--- src/rtl/packed_24bit_number_codec_core_macros.svh ---
// Assertion macros used by the codec core.
`ifndef PACKED_24BIT_NUMBER_CODEC_CORE_MACROS_SVH
`define PACKED_24BIT_NUMBER_CODEC_CORE_MACROS_SVH
`ifndef ASSERT_OFF
// Same-cycle implication, checked out of reset.
`define PC_ASSERT_IMPL(lbl, a, b) \
    lbl: assert property (@(posedge clk) disable iff (!rst_n) (a) |-> (b)) \
        else $error("codec assertion failed");
// Next-cycle implication, checked out of reset.
`define PC_ASSERT_NEXT(lbl, a, b) \
    lbl: assert property (@(posedge clk) disable iff (!rst_n) (a) |=> (b)) \
        else $error("codec assertion failed");
`else
`define PC_ASSERT_IMPL(lbl, a, b)
`define PC_ASSERT_NEXT(lbl, a, b)
`endif
`endif

--- src/rtl/pcodec_pkg.sv ---
// Types and constants shared by the packed number codec.
package pcodec_pkg;

    typedef enum logic [1:0] {
        ACT_PACK_F24    = 2'd0,
        ACT_UNPACK_F24  = 2'd1,
        ACT_PACK_FR24   = 2'd2,
        ACT_UNPACK_FR24 = 2'd3
    } action_t;

    // Load enables of the three inner pipeline stages
    typedef struct packed {
        logic s1;
        logic s2;
        logic s3;
    } stage_en_t;

    localparam logic [13:0] FR_SCALE   = 14'd10000;
    // Significand of the double nearest 1/10000 (value = RECIP_MANT * 2^-66)
    localparam logic [52:0] RECIP_MANT = 53'h1A36E2EB1C432D;

endpackage

--- src/rtl/packed_24bit_number_codec_core.sv ---
// Top level of the packed 24-bit number codec: handshake, float24 path, output register.
// Pipeline: three inner stages plus the output register lie between input acceptance and m_tvalid.
// Throughput: one item per cycle while m_tready holds; each stage loads whenever it is empty or its item moves on.
// The slowest stage holds one 27x14 or 27x23 multiply, or a 76-bit add.
// Reset clears every stage valid bit and so empties the pipeline; data registers keep no reset.
module packed_24bit_number_codec_core
    import pcodec_pkg::*;
(
    input  logic        clk,
    input  logic        rst_n,
    input  logic        s_tvalid,
    output logic        s_tready,
    input  logic [63:0] s_tdata,   // value_bits[63:0]
    input  logic [1:0]  s_tuser,   // action[1:0]
    output logic        m_tvalid,
    input  logic        m_tready,
    output logic [63:0] m_tdata,   // result_bits[63:0]
    output logic        m_tuser    // ok
);

`include "packed_24bit_number_codec_core_macros.svh"

    stage_en_t en;
    logic      load_out;

    logic v1_reg, v2_reg, v3_reg, vo_reg;
    logic v1_next, v2_next, v3_next, vo_next;

    action_t act_in;
    action_t act1_reg, act2_reg, act3_reg, acto_reg;

    // float24 path: resolved at entry, then delayed alongside the item
    logic [31:0] f32;
    logic [23:0] f24w;
    logic [7:0]  fe;
    logic [5:0]  ne, r6;
    logic [16:0] nm;
    logic [17:0] nsum;
    logic        rup;
    logic [63:0] fres;
    logic        fok;

    logic [63:0] fres1_reg, fres2_reg, fres3_reg;
    logic        fok1_reg, fok2_reg, fok3_reg;

    logic [63:0] pack_res, unpack_res;
    logic        pack_ok;

    logic [63:0] res_o_reg, res_o_next;
    logic        ok_o_reg, ok_o_next;

    // Ready ripples back: a stage loads when empty or when its item advances
    assign load_out = !vo_reg || m_tready;
    assign en.s3    = !v3_reg || load_out;
    assign en.s2    = !v2_reg || en.s3;
    assign en.s1    = !v1_reg || en.s2;
    assign s_tready = en.s1;

    assign v1_next = en.s1 ? s_tvalid : v1_reg;
    assign v2_next = en.s2 ? v1_reg : v2_reg;
    assign v3_next = en.s3 ? v2_reg : v3_reg;
    assign vo_next = load_out ? v3_reg : vo_reg;

    always_ff @(posedge clk or negedge rst_n)
    begin
        if (!rst_n)
        begin
            v1_reg <= 1'b0;
            v2_reg <= 1'b0;
            v3_reg <= 1'b0;
            vo_reg <= 1'b0;
        end
        else
        begin
            v1_reg <= v1_next;
            v2_reg <= v2_next;
            v3_reg <= v3_next;
            vo_reg <= vo_next;
        end
    end

    assign act_in = action_t'(s_tuser);
    assign f32    = s_tdata[31:0];
    assign f24w   = s_tdata[23:0];

    // Pack float24 (rebias, round the six dropped bits to nearest even), or unpack float24
    always_comb
    begin
        fe   = f32[30:23];
        ne   = 6'(fe - 8'd96);
        r6   = f32[5:0];
        nm   = f32[22:6];
        rup  = (r6 > 6'd32) || ((r6 == 6'd32) && nm[0]);
        nsum = {1'b0, nm} + {17'd0, rup};
        fres = 64'd0;
        fok  = 1'b1;
        case (act_in)
            ACT_PACK_F24:
            begin
                if (fe == 8'hFF)
                    fok = 1'b0;
                else if (fe == 8'd0)
                    fres = {40'd0, f32[31], 23'd0};
                else if (fe < 8'd97 || fe > 8'd159)
                    fok = 1'b0;
                else if (nsum[17])
                begin
                    // carry out of the fraction: bump the exponent
                    if (ne == 6'd63)
                        fok = 1'b0;
                    else
                        fres = {40'd0, f32[31], ne + 6'd1, 17'd0};
                end
                else
                    fres = {40'd0, f32[31], ne, nsum[16:0]};
            end
            ACT_UNPACK_F24:
            begin
                if (f24w[22:17] == 6'd0)
                    fres = {32'd0, f24w[23], 31'd0};
                else
                    fres = {32'd0, f24w[23], {2'b00, f24w[22:17]} + 8'd96, f24w[16:0], 6'd0};
            end
            default:
            begin
                fres = 64'd0;
                fok  = 1'b1;
            end
        endcase
    end

    always_ff @(posedge clk)
    begin
        if (en.s1)
        begin
            act1_reg  <= act_in;
            fres1_reg <= fres;
            fok1_reg  <= fok;
        end
        if (en.s2)
        begin
            act2_reg  <= act1_reg;
            fres2_reg <= fres1_reg;
            fok2_reg  <= fok1_reg;
        end
        if (en.s3)
        begin
            act3_reg  <= act2_reg;
            fres3_reg <= fres2_reg;
            fok3_reg  <= fok2_reg;
        end
    end

    pcodec_frpack u_frpack (
        .clk         (clk),
        .en          (en),
        .value_bits  (s_tdata),
        .result_bits (pack_res),
        .ok          (pack_ok)
    );

    pcodec_frunpack u_frunpack (
        .clk         (clk),
        .en          (en),
        .word        (f24w),
        .result_bits (unpack_res)
    );

    // Select the finished result by action
    always_comb
    begin
        case (act3_reg) inside
            ACT_PACK_F24, ACT_UNPACK_F24:
            begin
                res_o_next = fres3_reg;
                ok_o_next  = fok3_reg;
            end
            ACT_PACK_FR24:
            begin
                res_o_next = pack_res;
                ok_o_next  = pack_ok;
            end
            default:
            begin
                res_o_next = unpack_res;
                ok_o_next  = 1'b1;
            end
        endcase
    end

    always_ff @(posedge clk)
    begin
        if (load_out)
        begin
            res_o_reg <= res_o_next;
            ok_o_reg  <= ok_o_next;
            acto_reg  <= act3_reg;
        end
    end

    assign m_tvalid = vo_reg;
    assign m_tdata  = res_o_reg;
    assign m_tuser  = ok_o_reg;

    `PC_ASSERT_IMPL(a_reject_zero, m_tvalid && !m_tuser, m_tdata == 64'd0)
    `PC_ASSERT_IMPL(a_unpack_ok,
        m_tvalid && (acto_reg == ACT_UNPACK_F24 || acto_reg == ACT_UNPACK_FR24), m_tuser)
    `PC_ASSERT_NEXT(a_accept_enters, s_tvalid && s_tready, v1_reg)
    `PC_ASSERT_NEXT(a_stall_holds, v3_reg && vo_reg && !m_tready, v3_reg && vo_reg)

endmodule

--- src/rtl/pcodec_frpack.sv ---
// Pipelined double to fract24 packer: magnitude times 10000, rounded, floored.
module pcodec_frpack
    import pcodec_pkg::*;
(
    input  logic        clk,
    input  stage_en_t   en,
    input  logic [63:0] value_bits,
    output logic [63:0] result_bits,
    output logic        ok
);

    logic [10:0] exp_in;
    logic [52:0] man_in;

    logic [40:0] pa1_reg, pa1_next;
    logic [39:0] pb1_reg, pb1_next;
    logic [10:0] e1_reg;
    logic        norm1_reg, sgn1_reg, bad1_reg;

    logic [66:0] q2_reg, q2_next;
    logic [10:0] e2_reg;
    logic        norm2_reg, sgn2_reg, bad2_reg;

    logic               top;
    logic [52:0]        kept;
    logic               guard, sticky, rup;
    logic [53:0]        r3_reg, r3_next;
    logic signed [12:0] sh3_reg, sh3_next;
    logic               sgn3_reg, bad3_reg;

    logic [53:0] qf;
    logic        big;

    assign exp_in   = value_bits[62:52];
    assign man_in   = {exp_in != 11'd0, value_bits[51:0]};
    assign pa1_next = {14'd0, man_in[52:26]} * {27'd0, FR_SCALE};
    assign pb1_next = {14'd0, man_in[25:0]} * {26'd0, FR_SCALE};

    always_ff @(posedge clk)
    begin
        if (en.s1)
        begin
            pa1_reg   <= pa1_next;
            pb1_reg   <= pb1_next;
            e1_reg    <= (exp_in == 11'd0) ? 11'd1 : exp_in;
            norm1_reg <= exp_in != 11'd0;
            // minus zero keeps a clear sign, a negative denormal does not
            sgn1_reg  <= value_bits[63] && (value_bits[62:0] != 63'd0);
            bad1_reg  <= (exp_in == 11'h7FF) && (value_bits[51:0] != 52'd0);
        end
    end

    assign q2_next = {pa1_reg, 26'd0} + {27'd0, pb1_reg};

    always_ff @(posedge clk)
    begin
        if (en.s2)
        begin
            q2_reg    <= q2_next;
            e2_reg    <= e1_reg;
            norm2_reg <= norm1_reg;
            sgn2_reg  <= sgn1_reg;
            bad2_reg  <= bad1_reg;
        end
    end

    // Round the exact product to 53 significant bits, ties to even
    always_comb
    begin
        top     = q2_reg[66];
        kept    = top ? q2_reg[66:14] : q2_reg[65:13];
        guard   = top ? q2_reg[13] : q2_reg[12];
        sticky  = top ? (q2_reg[12:0] != 13'd0) : (q2_reg[11:0] != 12'd0);
        rup     = guard && (sticky || kept[0]);
        r3_next = norm2_reg ? ({1'b0, kept} + {53'd0, rup}) : 54'd0;
        sh3_next = 13'sd1075 - $signed({2'b00, e2_reg}) - (top ? 13'sd14 : 13'sd13);
    end

    always_ff @(posedge clk)
    begin
        if (en.s3)
        begin
            r3_reg   <= r3_next;
            sh3_reg  <= sh3_next;
            sgn3_reg <= sgn2_reg;
            bad3_reg <= bad2_reg;
        end
    end

    // Floor: drop the bits below the binary point
    always_comb
    begin
        if (sh3_reg <= 13'sd0)
        begin
            qf  = 54'd0;
            big = r3_reg != 54'd0;
        end
        else if (sh3_reg >= 13'sd54)
        begin
            qf  = 54'd0;
            big = 1'b0;
        end
        else
        begin
            qf  = r3_reg >> sh3_reg[5:0];
            big = qf[53:23] != 31'd0;
        end
        ok          = !bad3_reg && !big;
        result_bits = ok ? {40'd0, sgn3_reg, qf[22:0]} : 64'd0;
    end

endmodule

--- src/rtl/pcodec_frunpack.sv ---
// Pipelined fract24 to double unpacker: magnitude times the double nearest 1/10000.
module pcodec_frunpack
    import pcodec_pkg::*;
(
    input  logic        clk,
    input  stage_en_t   en,
    input  logic [23:0] word,
    output logic [63:0] result_bits
);

    logic [22:0] mag_in;
    logic [4:0]  lead_in;

    logic [49:0] qa1_reg, qa1_next;
    logic [48:0] qb1_reg, qb1_next;
    logic [4:0]  nl1_reg;
    logic        nz1_reg, sgn1_reg;

    logic [75:0] p2_reg, p2_next;
    logic [4:0]  nl2_reg;
    logic        nz2_reg, sgn2_reg;

    logic [75:0] pn3_reg, pn3_next;
    logic [4:0]  nl3_reg;
    logic        nz3_reg, sgn3_reg;

    logic        top, guard, sticky, rup;
    logic [52:0] kept;
    logic [53:0] r;
    logic [6:0]  tpos;
    logic [10:0] exp_out;

    assign mag_in = word[22:0];

    always_comb
    begin
        lead_in = 5'd0;
        for (int i = 0; i < 23; i++)
        begin
            if (mag_in[i])
                lead_in = 5'(i);
        end
    end

    assign qa1_next = {23'd0, RECIP_MANT[52:26]} * {27'd0, mag_in};
    assign qb1_next = {23'd0, RECIP_MANT[25:0]} * {26'd0, mag_in};

    always_ff @(posedge clk)
    begin
        if (en.s1)
        begin
            qa1_reg  <= qa1_next;
            qb1_reg  <= qb1_next;
            nl1_reg  <= lead_in;
            nz1_reg  <= mag_in != 23'd0;
            sgn1_reg <= word[23];
        end
    end

    assign p2_next = {qa1_reg, 26'd0} + {27'd0, qb1_reg};

    always_ff @(posedge clk)
    begin
        if (en.s2)
        begin
            p2_reg   <= p2_next;
            nl2_reg  <= nl1_reg;
            nz2_reg  <= nz1_reg;
            sgn2_reg <= sgn1_reg;
        end
    end

    // Normalise: the leading one lands in bit 75 or bit 74
    assign pn3_next = p2_reg << (5'd22 - nl2_reg);

    always_ff @(posedge clk)
    begin
        if (en.s3)
        begin
            pn3_reg  <= pn3_next;
            nl3_reg  <= nl2_reg;
            nz3_reg  <= nz2_reg;
            sgn3_reg <= sgn2_reg;
        end
    end

    always_comb
    begin
        top     = pn3_reg[75];
        kept    = top ? pn3_reg[75:23] : pn3_reg[74:22];
        guard   = top ? pn3_reg[22] : pn3_reg[21];
        sticky  = top ? (pn3_reg[21:0] != 22'd0) : (pn3_reg[20:0] != 21'd0);
        rup     = guard && (sticky || kept[0]);
        r       = {1'b0, kept} + {53'd0, rup};
        tpos    = {2'b00, nl3_reg} + (top ? 7'd53 : 7'd52);
        exp_out = {4'd0, tpos} + 11'd957 + {10'd0, r[53]};
        if (nz3_reg)
            result_bits = {sgn3_reg, exp_out, r[53] ? 52'd0 : r[51:0]};
        else
            result_bits = {sgn3_reg, 63'd0};
    end

endmodule
--- config.mk ---
export PLATFORM = sky130hd
export DESIGN_NAME = packed_24bit_number_codec_core
export DESIGN_NICKNAME = d
export VERILOG_FILES = /design/src/rtl/pcodec_pkg.sv /design/src/rtl/packed_24bit_number_codec_core.sv /design/src/rtl/pcodec_frpack.sv /design/src/rtl/pcodec_frunpack.sv
export VERILOG_INCLUDE_DIRS = /design/src /design/src/rtl
export SDC_FILE = /design/constraint.sdc
export NUM_CORES = 2
export LEC_CHECK = 0
export BUFFER_PORTS_ARGS = -buffer_cell sky130_fd_sc_hd__buf_2
export CAP_MARGIN = 10
export CELL_PAD_IN_SITES_DETAIL_PLACEMENT = 0
export CELL_PAD_IN_SITES_GLOBAL_PLACEMENT = 1
export CORE_UTILIZATION = 55
export DETAILED_ROUTE_END_ITERATION = 8
export HOLD_SLACK_MARGIN = 0.12
export PLACE_DENSITY_LB_ADDON = 0.08
export REMOVE_ABC_BUFFERS = 1
export SYNTH_ARGS = -nofsm -noshare
export SYNTH_HDL_FRONTEND = slang
export SYNTH_HIERARCHICAL = 1
export SYNTH_SLANG_ARGS = --single-unit
--- constraint.sdc ---
create_clock -name clk -period 34.2 [get_ports clk]
set_input_delay 8.55 -clock clk [delete_from_list [all_inputs] [get_ports clk]]
set_output_delay 8.55 -clock clk [all_outputs]
set_load 0.03 [all_outputs]
==> flow_summary.toml <==
[clock_tree]
cts_made_buffers = 70
cts_sinks = 671
cts_hold_buffers = 0
htree_num_levels = 3
clkSlewWorstSetupHoldPaths_ns = 0.06
cts_setup_buffers = 0
cts-root-buf = "clkbuf_16"
cts_resized = 0
worstSkewPairLatency_ns = 0.66
cts.path.max_buffers = 3
cts_tree = "built"

[critical_path]
path_depth = 5
arrival_ns = 9.92
rr_worst_depth = 18
r2r_slack_ns = 29.06
slowest_stage = "nor2b_1"
path_cells = "buf_2, nor2b_1, nand4_1, buf_4, buf_2"
end_kind = "output pin"
crit_end = "s_tready"
worstReg2RegStart = "u_frunpack/pn3_reg[75]"
critPathMaxStageDelay_ns = 0.45
required_ns = 25.65
startpoint = "m_tready"
cp-start-kind = "input pin"
path_class = "in2out"
timing.rr.end = "m_tdata[56]"
cp_common_cell = "buf_2"
critPathTopFamily = "buffers and inverters"
path_buf_inv = 3
path_max_fanout = 54

[placed_design]
dp_cells = 8138
place_hpwl_mm = 146
io_buffers = 136
place_ws_ns = 15.70
place.gp.congestion = 0.953

[cells_and_area]
layout.nets = 7939
layout.cells.non_filler = 8268
area_growth_pct = 6.65
utilization_pct = 59.2
drive_above_1_share_pct = 7.29

[timing]
hold_viol = 0
fin_setup_tns_ns = 0
rsz0062_at_grt = "false"
skew_ns = 0.0426
setup_viol = 0
fin_crit_ns = 18.47
fmax_ghz = 0.0542
worstMarginPinSlew_ns = 1.32
slew_headroom_pct = 11.1
period_share_pct = 54.0
worst_slack_ns = 15.73
maxSlewViolCount = 0

[grt]
grt_pass1_wl_mm = 277
grt_max_degree = 172
globalRouteOverflowTotal = 0
grt_pass1_vias = 45891
grt_antenna_before_repair = 10
track_usage_pct = 29.1

[yosys]
synth-async-reset-ratio_pct = 0.596
syn_avg_cell_area_um2 = 10.3
synthesis.area_um2 = 67700
yosysWarnings = 6
synth_flop_cell = "edfxtp_1"
synth_edf_count = 667
syn_inst = 6576
ys_types = 98
seq_area_frac_synth_pct = 29.8
ys_ff_latch = 671

[die]
die_w_um = 353
coreArea_um2 = 122000
rows = 128
dieHeight_um = 353
ios = 137
start_util_pct = 55.5
die_area_um2 = 124000

[route]
drt_wl_total_mm = 181
vias_per_cell = 5.75
wl_per_cell_um = 21.8
drt_iter0_drc = 4161
ant_nets = 0
route.detailed.drc = 0
vias = 47513
dr.pass1.iters = 6

[status]
outcome = "complete, no violations"

[min_path]
hp-class = "reg2reg"

[run]
cap_violations = 0
[kinds of logic (layout without fill, tap and decap cells)]
family	count (synthesis)	count (layout)	synth area share (%)
AO/OA/AOI/OAI	1028	1028	9.79
XOR/XNOR	396	396	5.13
adder cells (fa/ha/maj)	1284	1284	29.8
buffers and inverters	1314	1339	7.67
flip-flops	671	671	29.8
multiplexers	356	356	7.10
other	1	43	0.00554
AND/OR/NAND/NOR	1526	1526	10.8
[placed cells by master (no fill, tap or decap), drive strengths merged, types with 78 or more instances in the layout]
master,n
nand3,152
nor3,78
mux2i,221
a211oi,100
a21o,107
o21ai,221
mux4,95
buf,183
inv,1033
nor2,406
fa,545
a21oi,292
nor2b,86
edfxtp,667
xor2,168
ha,738
nand2,462
xnor2,228
[metrics by stage]
step / cell area, µm² / hold WS [ns]
2_1_floorplan: 66500 / 0.400
3_3_place_gp: 69700 / 0.402
3_5_place_dp: 69700 / 0.405
4_1_cts: 72100 / 0.383
5_1_grt: 72200 / 0.386
6_report: 72200 / 0.390
[Yosys cell counts (10+ instances only)]
cell type | number | area share [%]
nor3b_1 | 17 | 0.19
buf_4 | 45 | 0.50
nand2_1 | 461 | 2.6
inv_1 | 1028 | 5.7
mux2i_1 | 220 | 3.3
nor4_1 | 39 | 0.36
nor2_1 | 405 | 2.2
or3_1 | 13 | 0.12
o21a_1 | 32 | 0.36
o211ai_1 | 52 | 0.58
mux4_2 | 95 | 3.2
buf_2 | 30 | 0.22
o21ai_0 | 210 | 1.6
and2_1 | 47 | 0.43
xnor2_1 | 228 | 3.0
clkbuf_1 | 170 | 0.94
edfxtp_1 | 667 | 30
a211oi_1 | 94 | 1.0
nor2b_1 | 86 | 0.80
nor3_1 | 77 | 0.57
ha_1 | 738 | 14
o21bai_1 | 28 | 0.31
buf_1 | 31 | 0.17
nand3b_1 | 10 | 0.11
xor2_1 | 168 | 2.2
o22ai_1 | 13 | 0.12
a31oi_1 | 44 | 0.41
a21o_1 | 107 | 1.2
o21ai_1 | 11 | 0.081
and4_1 | 13 | 0.17
mux2_2 | 40 | 0.67
nand2b_1 | 30 | 0.28
nand4_1 | 68 | 0.63
or4_1 | 12 | 0.13
or2_2 | 15 | 0.14
nand3_1 | 151 | 1.1
fa_1 | 545 | 16
a21oi_1 | 292 | 2.2
and3_1 | 53 | 0.49
[final cells by class]
cell class / instances / area (µm²)
Multi-Input combinational cell: 4630 / 42600
Fill cell: 10575 / 49700
Sequential cell: 671 / 20100
Tap cell: 1625 / 2030
Clock inverter: 53 / 671
Inverter: 1030 / 3870
Antenna cell: 3 / 7.51
Timing Repair Buffer: 183 / 1060
Clock buffer: 73 / 1780
[worst min-delay path by stage]
| stage | startpoint | endpoint | slack (ns) | depth (start not counted) |
|---|---|---|---|---|
| final | u_frunpack/nl1_reg[2] | u_frunpack/nl2_reg[2] | 0.39 | 0 |
| after global routing | u_frunpack/nl1_reg[2] | u_frunpack/nl2_reg[2] | 0.39 | 0 |
| after CTS | u_frunpack/nl1_reg[2] | u_frunpack/nl2_reg[2] | 0.38 | 0 |
| after detailed placement | fres1_reg[15] | fres2_reg[15] | 0.40 | 0 |
| after global placement | u_frpack/pb1_reg[7] | u_frpack/q2_reg[7] | 0.40 | 0 |
| after floorplan | act1_reg[0] | act2_reg[0] | 0.40 | 0 |
[per-layer routing]
layer / global-route usage [%] / part of all wire, % / wire, µm
met1: 44.7 / 48 / 86100
met4: 7.63 / 2.6 / 4670
met2: 41.9 / 42 / 75400
met5: 0 / 0.013 / 23
met3: 5.53 / 8.0 / 14400
Power is not shown: default switching activity piles up to over one toggle a cycle in this logic, so the estimate is an artifact.
